===== src/sv/ttce_pkg.sv =====
// Package for the text terminal character engine: item structs, character
// and register codes, and the cell packing function. No dependencies.
`default_nettype none

package ttce_pkg;

  // Fixed field widths of the item channels.
  localparam int unsigned COUNT_W  = 11;
  localparam int unsigned CELL_W   = 16;

  // Saturation value of the typed-character count.
  localparam logic [COUNT_W-1:0] COUNT_MAX = 11'd2047;

  // Item modes.
  localparam logic MODE_PUT  = 1'b0;
  localparam logic MODE_READ = 1'b1;

  // Character codes with a control meaning.
  localparam logic [7:0] CH_BACKSPACE = 8'd8;
  localparam logic [7:0] CH_TAB       = 8'd9;
  localparam logic [7:0] CH_NEWLINE   = 8'd10;
  localparam logic [7:0] CH_SPACE     = 8'd32;

  // Cell value after reset: a space, white on black.
  localparam logic [CELL_W-1:0] CELL_RESET = 16'h0F20;

  // Configuration register indexes.
  localparam logic CFG_FILL_FG = 1'b0;
  localparam logic CFG_FILL_BG = 1'b1;

  // One input item.
  typedef struct packed {
    logic        mode;
    logic [7:0]  char_code;
    logic [3:0]  fg_color;
    logic [3:0]  bg_color;
    logic [10:0] cell_index;
  } in_item_t;

  // One result item.
  typedef struct packed {
    logic [10:0] cursor_pos;
    logic [6:0]  column;
    logic [4:0]  line_row;
    logic [10:0] line_count;
    logic [15:0] cell_data;
  } out_item_t;

  // What a put item asks of the cell store.
  typedef struct packed {
    logic wr_en;
    logic wr_blank;
    logic scroll;
  } put_act_t;

  // Pack a character and its colors into one cell.
  function automatic logic [CELL_W-1:0] make_cell(input logic [7:0] ch,
                                                  input logic [3:0] fg,
                                                  input logic [3:0] bg);
    return {bg, fg, ch};
  endfunction

endpackage

`default_nettype wire


===== src/sv/ttce_cursor.sv =====
// Cursor and line-count state of the text terminal engine, with the
// next-state logic for put items. Depends on ttce_pkg.
`default_nettype none

module ttce_cursor #(
  parameter int unsigned COLS      = 80,
  parameter int unsigned ROWS      = 25,
  parameter int unsigned KEEP_ROWS = 10,
  parameter int unsigned TAB_STOP  = 4
) (
  input  wire                                          clk,
  input  wire                                          rst_n,
  input  wire                                          step,
  input  wire  [7:0]                                   char_code,
  output ttce_pkg::put_act_t                           act,
  output logic [$clog2(COLS*ROWS)-1:0]                 wr_addr,
  output logic [$clog2(COLS*ROWS+TAB_STOP+1)-1:0]      cur_lin,
  output logic [$clog2(COLS+TAB_STOP)-1:0]             cur_col,
  output logic [$clog2(ROWS+1)-1:0]                    cur_row,
  output logic [ttce_pkg::COUNT_W-1:0]                 cur_cnt
);

  localparam int unsigned NCELLS   = COLS * ROWS;
  localparam int unsigned KEEP_EFF = (KEEP_ROWS < ROWS) ? KEEP_ROWS : ROWS - 1;
  localparam int unsigned AW       = $clog2(NCELLS);
  localparam int unsigned LW       = $clog2(NCELLS + TAB_STOP + 1);
  localparam int unsigned CW       = $clog2(COLS + TAB_STOP);
  localparam int unsigned RW       = $clog2(ROWS + 1);
  localparam int unsigned PW       = $clog2(TAB_STOP + 1);
  localparam int unsigned CNTW     = ttce_pkg::COUNT_W;
  localparam int unsigned XW       = (LW > CNTW) ? LW : CNTW;
  localparam int unsigned PH_LAST  = (COLS - 1) % TAB_STOP;

  logic [LW-1:0]   lin_r, lin_a, lin_w, lin_nxt;
  logic [CW-1:0]   col_r, col_a, col_w, col_nxt;
  logic [RW-1:0]   row_r, row_a, row_w, row_nxt;
  logic [CNTW-1:0] cnt_r, cnt_a, cnt_nxt;
  logic [PW-1:0]   ph_r, ph_a, ph_w, ph_nxt;
  logic [PW-1:0]   tab_n;
  logic [CNTW:0]   sum_one, sum_tab;
  logic [CNTW-1:0] cnt_one, cnt_tab;
  logic            wr_en_a, wr_blank_a, scroll_w;

  // The column modulo the tab stop is kept as its own register, so the
  // tab distance needs no divider.
  assign tab_n   = PW'(TAB_STOP) - ph_r;
  assign sum_one = {1'b0, cnt_r} + (CNTW+1)'(1);
  assign sum_tab = {1'b0, cnt_r} + (CNTW+1)'(tab_n);
  assign cnt_one = sum_one[CNTW] ? ttce_pkg::COUNT_MAX : sum_one[CNTW-1:0];
  assign cnt_tab = sum_tab[CNTW] ? ttce_pkg::COUNT_MAX : sum_tab[CNTW-1:0];

  // Effect of the character itself.
  always_comb begin
    lin_a      = lin_r;
    col_a      = col_r;
    row_a      = row_r;
    cnt_a      = cnt_r;
    ph_a       = ph_r;
    wr_en_a    = 1'b0;
    wr_blank_a = 1'b0;
    wr_addr    = lin_r[AW-1:0];
    unique case (char_code)
      ttce_pkg::CH_NEWLINE: begin
        row_a = row_r + RW'(1);
        col_a = '0;
        lin_a = lin_r - LW'(col_r) + LW'(COLS);
        cnt_a = '0;
        ph_a  = '0;
      end
      ttce_pkg::CH_BACKSPACE: begin
        if (lin_r != '0 && cnt_r != '0) begin
          lin_a      = lin_r - LW'(1);
          cnt_a      = cnt_r - CNTW'(1);
          wr_en_a    = 1'b1;
          wr_blank_a = 1'b1;
          wr_addr    = lin_a[AW-1:0];
          if (col_r == '0) begin
            row_a = row_r - RW'(1);
            col_a = CW'(COLS - 1);
            ph_a  = PW'(PH_LAST);
          end else begin
            col_a = col_r - CW'(1);
            ph_a  = (ph_r == '0) ? PW'(TAB_STOP - 1) : ph_r - PW'(1);
          end
        end
      end
      ttce_pkg::CH_TAB: begin
        col_a = col_r + CW'(tab_n);
        lin_a = lin_r + LW'(tab_n);
        cnt_a = cnt_tab;
        ph_a  = '0;
      end
      default: begin
        wr_en_a = 1'b1;
        col_a   = col_r + CW'(1);
        lin_a   = lin_r + LW'(1);
        cnt_a   = cnt_one;
        ph_a    = (ph_r == PW'(TAB_STOP - 1)) ? '0 : ph_r + PW'(1);
      end
    endcase
  end

  // Column wrap onto the next row.
  always_comb begin
    lin_w = lin_a;
    col_w = col_a;
    row_w = row_a;
    ph_w  = ph_a;
    if (col_a >= CW'(COLS)) begin
      row_w = row_a + RW'(1);
      col_w = '0;
      lin_w = lin_a - LW'(col_a) + LW'(COLS);
      ph_w  = '0;
    end
  end

  // Scroll: the cursor lands on the first blanked row and the count is
  // clipped to the new linear position.
  always_comb begin
    scroll_w = (row_w >= RW'(ROWS));
    lin_nxt  = lin_w;
    col_nxt  = col_w;
    row_nxt  = row_w;
    cnt_nxt  = cnt_a;
    ph_nxt   = ph_w;
    if (scroll_w) begin
      row_nxt = RW'(KEEP_EFF);
      lin_nxt = LW'(KEEP_EFF * COLS) + LW'(col_w);
      if (XW'(lin_nxt) < XW'(cnt_a)) begin
        cnt_nxt = CNTW'(lin_nxt);
      end
    end
  end

  // What the item asks of the cell store.
  assign act = '{wr_en: wr_en_a, wr_blank: wr_blank_a, scroll: scroll_w};

  // Cursor registers.
  always_ff @(posedge clk) begin
    if (!rst_n) begin
      lin_r <= '0;
      col_r <= '0;
      row_r <= '0;
      cnt_r <= '0;
      ph_r  <= '0;
    end else if (step) begin
      lin_r <= lin_nxt;
      col_r <= col_nxt;
      row_r <= row_nxt;
      cnt_r <= cnt_nxt;
      ph_r  <= ph_nxt;
    end
  end

  assign cur_lin = lin_r;
  assign cur_col = col_r;
  assign cur_row = row_r;
  assign cur_cnt = cnt_r;

`ifndef SYNTHESIS
  // The linear cursor always agrees with row and column.
  a_lin_consistent: assert property (@(posedge clk) disable iff (!rst_n)
    lin_r == LW'(row_r * COLS) + LW'(col_r))
    else $error("linear cursor disagrees with row and column");

  // Between items the cursor is always on the screen.
  a_cursor_on_screen: assert property (@(posedge clk) disable iff (!rst_n)
    col_r < CW'(COLS) && row_r < RW'(ROWS))
    else $error("cursor left the screen");

  // A scrolling item leaves the cursor on the first blanked row.
  a_scroll_row: assert property (@(posedge clk) disable iff (!rst_n)
    (step && act.scroll) |=> row_r == RW'(KEEP_EFF))
    else $error("cursor not on the first blanked row after a scroll");
`endif

endmodule

`default_nettype wire


===== config.mk =====
export PLATFORM = sky130hd
export DESIGN_NAME = ttce_cursor
export DESIGN_NICKNAME = d
export VERILOG_FILES = /design/src/sv/ttce_pkg.sv /design/src/sv/ttce_cursor.sv
export SDC_FILE = /design/constraint.sdc
export NUM_CORES = 1
export LEC_CHECK = 0
export BUFFER_PORTS_ARGS = -buffer_cell sky130_fd_sc_hd__buf_2
export CAP_MARGIN = 0
export CORE_MARGIN = 4
export CORE_UTILIZATION = 55
export DETAILED_ROUTE_END_ITERATION = 8
export PLACE_DENSITY_LB_ADDON = 0.05
export SYNTH_ARGS = -nofsm -noshare
export SYNTH_HDL_FRONTEND = slang
export SYNTH_SLANG_ARGS = --single-unit

===== constraint.sdc =====
create_clock -name clk -period 5.8 [get_ports clk]
set_input_delay 1.16 -clock clk [delete_from_list [all_inputs] [get_ports clk]]
set_output_delay 1.16 -clock clk [all_outputs]
set_load 0.03 [all_outputs]

=== Word level (Yosys, flattened, before mapping) ===
Cells that the tools add are included.

* Register bits: 37
* Word-level logic and storage cells: 69

* $add $sub $neg: 20
* $lt $le $gt $ge: 3
* Equality and inequality tests: 5
* Multiplexer cells: 29
* Reduce and logical (&&, ||, !) cells: 7

{| class="wikitable"
|+ Operators by type and width
! kind !! number
|-
| two-way mux 11 bit || 9
|-
| one-hot mux 11 bit (3 select lines) || 2
|-
| == test 8 x 4 -> 1 bit (second input constant) || 3
|-
| adder 11 x 7 -> 11 bit (second input constant) || 2
|-
| nonzero test 11 bit || 2
|-
| subtractor 11 x 1 -> 11 bit (second input constant) || 2
|-
| subtractor 11 x 7 -> 11 bit || 2
|-
| two-way mux 7 bit || 3
|-
| one-hot mux 7 bit (3 select lines) || 1
|-
| two-way mux 5 bit || 4
|-
| two-way mux 3 bit || 5
|-
| adder 11 x 1 -> 12 bit (second input constant) || 1
|-
| adder 11 x 3 -> 12 bit || 1
|-
| adder 10 x 7 -> 11 bit (first input constant) || 1
|-
| adder 11 x 1 -> 11 bit (second input constant) || 1
|-
| adder 11 x 3 -> 11 bit || 1
|-
| less-than comparator 11 bit || 1
|-
| adder 5 x 1 -> 5 bit (second input constant) || 2
|-
| one-hot mux 5 bit (2 select lines) || 1
|-
| adder 7 x 1 -> 7 bit (second input constant) || 1
|-
| adder 7 x 3 -> 7 bit || 1
|-
| >= comparator 7 bit (second input constant) || 1
|-
| logical NOT 7 bit || 1
|-
| subtractor 7 x 1 -> 7 bit (second input constant) || 1
|-
| 14 further kinds || 15
|}

=== Longest topological paths before layout ===
* Depth after elaboration: 10
* Mapped depth: 26
* Depth with buffers taken out: 25

=== Least setup slack after synthesis ===
OpenSTA, ideal clock, no wires.

* Kind: input to register
* Start: input char_code[1]
* End: register cnt_r[1], in the netlist cur_cnt[1]
* Setup time: 70 ps
* Data arrival time: 6191 ps
* Setup slack: -460 ps
* Stages: 22
* Buffers on the path: 2
* Cells stage by stage: buf_6 or4b_1 nor2_1 nand2_1 xnor2_1 ha_1 a21o_1 a21oi_1 nand2b_1 or4_1 a21oi_2 a2bb2oi_2 clkbuf_1 nor2_1 ha_1 a21oi_1 o211ai_1 o21ai_0 a41oi_1 nor3_4 mux2_2 a21oi_1

* Longest elaborated chain between the ends: 8
* Elaborated cells between the ends (all ways): 15
* Classes of those cells: 2 x add/sub; 3 x order compare; 3 x eq/ne; 7 x mux

{| class="wikitable"
|+ Ends and longest elaborated chain
! what !! RTL line !! source
|-
| start: declaration || ttce_cursor.sv:14 || <nowiki>input wire [7:0] char_code,</nowiki>
|-
| == test 8 x 4 -> 1 bit || ttce_cursor.sv:62 || <nowiki>unique case (char_code)</nowiki>
|-
| one-hot mux 7 bit (3 select lines) (*) || ttce_cursor.sv:62 ||
|-
| >= comparator 7 bit || ttce_cursor.sv:109 || <nowiki>if (col_a >= CW'(COLS)) begin</nowiki>
|-
| two-way mux 7 bit (*) || ttce_cursor.sv:109 ||
|-
| via col_nxt[2] || ttce_cursor.sv:35 || <nowiki>logic [CW-1:0] col_r, col_a, col_w, col_nxt;</nowiki>
|-
| adder 10 x 7 -> 11 bit (*) || ttce_cursor.sv:128 || <nowiki>lin_nxt = LW'(KEEP_EFF * COLS) + LW'(col_w);</nowiki>
|-
| less-than comparator 11 bit (*) || ttce_cursor.sv:129 || <nowiki>if (XW'(lin_nxt) < XW'(cnt_a)) begin</nowiki>
|-
| two-way mux 11 bit (*) || ttce_cursor.sv:129 ||
|-
| two-way mux 11 bit (*) || ttce_cursor.sv:126 || <nowiki>if (scroll_w) begin</nowiki>
|-
| end signal: assignment || ttce_cursor.sv:150 || <nowiki>cnt_r <= cnt_nxt;</nowiki>
|-
| end: declaration || ttce_cursor.sv:37 || <nowiki>logic [CNTW-1:0] cnt_r, cnt_a, cnt_nxt;</nowiki>
|}

The timed path passes the listed nets; every way through them passes the cells marked *.
A chain may end at the register's enable or synchronous reset.

=== Final worst setup path ===
* Start: input char_code[4]
* End: register cnt_r[1], in the netlist cur_cnt[1]

Same word-level chain as after synthesis.

==> metrics.yaml <==
outcome:
  status: "finished clean"
floorplan:
  die-area_um2: 11900
  die_h_um: 109
  io_pins: 59
  start_util: 0.569
  fp.dieW_um: 109
  rows: 36
  placeableCoreArea_um2: 9860
yosys:
  syn_area_per_cell_um2: 7.09
  synth_cells: 792
  synth_nets: 870
  synth_flop_cell: "dfxtp_1"
  synth_cell_types: 74
  ys_seq_elements: 37
  synth_top_area_share: 0.143
  ys_async_sr_fraction: 0
  synth_edf_count: 0
  synth_area_um2: 5610
  synthTopCellsByArea: "ha_1, dfxtp_1, xnor2_1"
  yosys_warnings: 0
  yosysTopAreaCell: "ha_1"
  synth_seq_area_share: 0.132
setup_path:
  path_max_fanout: 6
  rr_endpoint: "cur_cnt[1]"
  worstSetupPathType: "input pin to flip-flop"
  reg2reg_slack_ns: 0.58
  cp.arrival_ns: 5.97
  cp.required_ns: 6.02
  endpoint_kind: "flip-flop"
  cp-start-kind: "input pin"
  reg2reg_depth: 22
  crit_family: "simple AND/OR/NAND/NOR gates"
  slowest_delay_ns: 0.55
  path_buf_inv: 3
  critPathSlowestCell: "or4b_4"
  cp-endpoint: "cur_cnt[1]"
  cp_common_cell: "a21oi_1"
  crit_chain: "buf_2 > or4b_4 > nor2_4 > nand2_4 > xnor2_2 > ha_2 > a21o_1 > a32oi_2 > or4_4 > a21oi_4 > or2_4 > buf_4 > nor2_1 > ha_1 > a21oi_1 > nor2b_1 > o21ai_0 > nand2b_1 > a21oi_1 > a41oi_2 > nor3_4 > buf_12 > mux2_4 > a21oi_1"
  worstReg2RegStart: "cur_lin[9]"
  cp-startpoint: "char_code[4]"
  cp_num_cells: 24
cells_and_area:
  most-common-layout-cells: "nand2_1, nor2_1, buf_4, ha_1"
  n_antenna_cell: 0
  instances_no_fill: 1002
  layout_commonest_cell: "nand2_1"
  drive_gt1_frac: 0.214
  stdcell_area_um2: 6700
  fin_nets: 946
  area_growth_pct: 19.4
  final_util: 0.680
timing:
  hold_viol: 0
  tightest_slew_ns: 0.846
  fin_crit_sh: 0.991
  skew_ns: 0.0120
  maxSlewHeadroom: 0.435
  final.min_clock_period_ns: 5.75
  fmax_mhz: 174
  finalMaxSlewViolations: 0
  setup_viol: 0
detailed_routing:
  wl_met1_mm: 8.06
  first_pass_iters: 6
  drc: 0
  dr.max_layer_used: "met4"
  ant_nets: 0
  drt-initial-drc-count: 572
  wl_mm: 18.9
  met2_length_mm: 8.73
  wl_met3_mm: 1.44
  vias: 6326
  wl_per_cell_um: 18.9
  viasPerCell: 6.31
clock_tree:
  clk_latency_ns: 0.30
  htreeDepth: 2
  clockBufferDepth: 2
  clockRootBuffer: "clkbuf_8"
  numCtsBuffers: 5
  clk_pin_slew_ns: 0.08
  cts_tree: "yes"
  clock_sinks: 37
grt:
  grt_pass1_vias: 6017
  antenna_found_initial: 0
  grt_overflow: 0
  grtUsageTotal: 0.320
  grt_max_degree: 39
  grt_pass1_wl_mm: 30.6
place:
  post-dp-hpwl_mm: 14.2
  place.gp.congestion: 0.967
  place_inst: 989
  port_buffers: 58
  post_dp_cell_area_um2: 6400
power:
  combPwrFrac: 0.423
  p_int_uw: 556
  p_sw_frac: 0.391
  power.leakage_uw: 0.00279
  p_switching_uw: 358
  p_total_uw: 914
  ir_worst_vdd_mv: 0.0885
  clock_power_share: 0.268
  p_seq_frac: 0.310
  p_per_area_nw_per_um2: 136
worst_hold_path:
  holdCritPathClass: "flip-flop to flip-flop"
flow_run:
  max-cap-violations: 0
==> routing by layer <==
| metal | track usage | up-vias |
|---|---|---|
| met5 | 0 | - |
| met4 | 0.107 | 0 |
| met3 | 0.0367 | 64 |
| met2 | 0.529 | 314 |
| met1 | 0.432 | 2927 |
| li1 | - | 3021 |
==> stage by stage <==
step	hold WS, ns	TNS [ns]	setup slack, ns
2_1_floorplan	0.449	0	0.00310
3_3_place_gp	0.463	-0.765	-0.144
5_1_grt	0.515	-0.834	-0.136
6_report	0.492	0	0.0509
3_5_place_dp	0.487	-2.07	-0.262
4_1_cts	0.499	0	0.0263
==> area by class of cell <==
type,count,area [um^2]
flip-flops and latches,37,741
inverters,50,188
clock buffers,7,86.3
multi-input cells,649,4680
well taps,133,166
repair buffers,125,808
fillers,836,3160
clock inverters,1,30.0
==> what timing repair did <==
item	4_1_cts	5_1_grt
buffers inserted	0	5
pin swaps	3	15
resized for setup	4	26
setup endpoints to repair	1	14
hold buffers	0	0
==> worst register-to-register path: cells and delay by family, from the launching register on <==
family	cells	cell delay (ns)
AOI/OAI and AO/OA	6	1.03
adders and majority gates	2	0.56
buffers and inverters	3	0.51
DFF	1	0.51
muxes	2	0.51
and+or+nand+nor	9	2.03
==> flip-flops by register name, indices dropped and copies added (netlist names) <==
register	count
cur_cnt	11
cur_lin	11
cur_col	7
cur_row	5
ph_r	3
==> cells in the mapped netlist, drive strengths merged, types with 5 or more instances <==
cell type	number
dfxtp	37
nor2	76
nand2	76
o31ai	8
inv	49
buf	11
nand3	33
nand2b	7
mux2	5
clkbuf	45
nor2b	7
a21o	9
o21ai	44
a221oi	9
o211ai	5
mux2i	10
a21oi	67
nand4	13
nor3	21
xnor2	43
o21a	9
a31oi	10
nor4	14
o22ai	12
ha	64
xor2	13
and3	9
or3	5
and2	8
a211oi	9
==> kinds of logic (layout without fill, tap and decap cells) <==
| logic type | count (synthesis) | in the layout | share of synthesized area |
|---|---|---|---|
| AND/OR/NAND/NOR | 288 | 288 | 0.264 |
| AO/OA/AOI/OAI | 222 | 222 | 0.257 |
| buffers and inverters | 106 | 183 | 0.0767 |
| adder cells (fa/ha/maj) | 68 | 68 | 0.155 |
| XOR/XNOR | 56 | 56 | 0.0874 |
| flip-flops | 37 | 37 | 0.132 |
| multiplexers | 15 | 15 | 0.0279 |
==> power groups by stage <==
stage | Sequential (uW) | Clock [uW] | Combinational (uW)
6_report | 283 | 245 | 386
5_1_grt | 285 | 258 | 424
3_5_place_dp | 288 | 0 | 365
4_1_cts | 282 | 246 | 369
3_3_place_gp | 288 | 0 | 357
2_1_floorplan | 295 | 0 | 258
==> worst min-delay path by stage <==
stage	startpoint	to	slack (ns)	cells after the start
final	ph_r[1]	ph_r[1]	0.49	2
after global routing	ph_r[1]	ph_r[1]	0.51	2
after CTS	ph_r[1]	ph_r[1]	0.50	2
after detailed placement	ph_r[1]	ph_r[1]	0.49	2
after global placement	ph_r[1]	ph_r[1]	0.46	2
after floorplan	ph_r[1]	ph_r[1]	0.45	2
(Power assumes the default switching activity.)
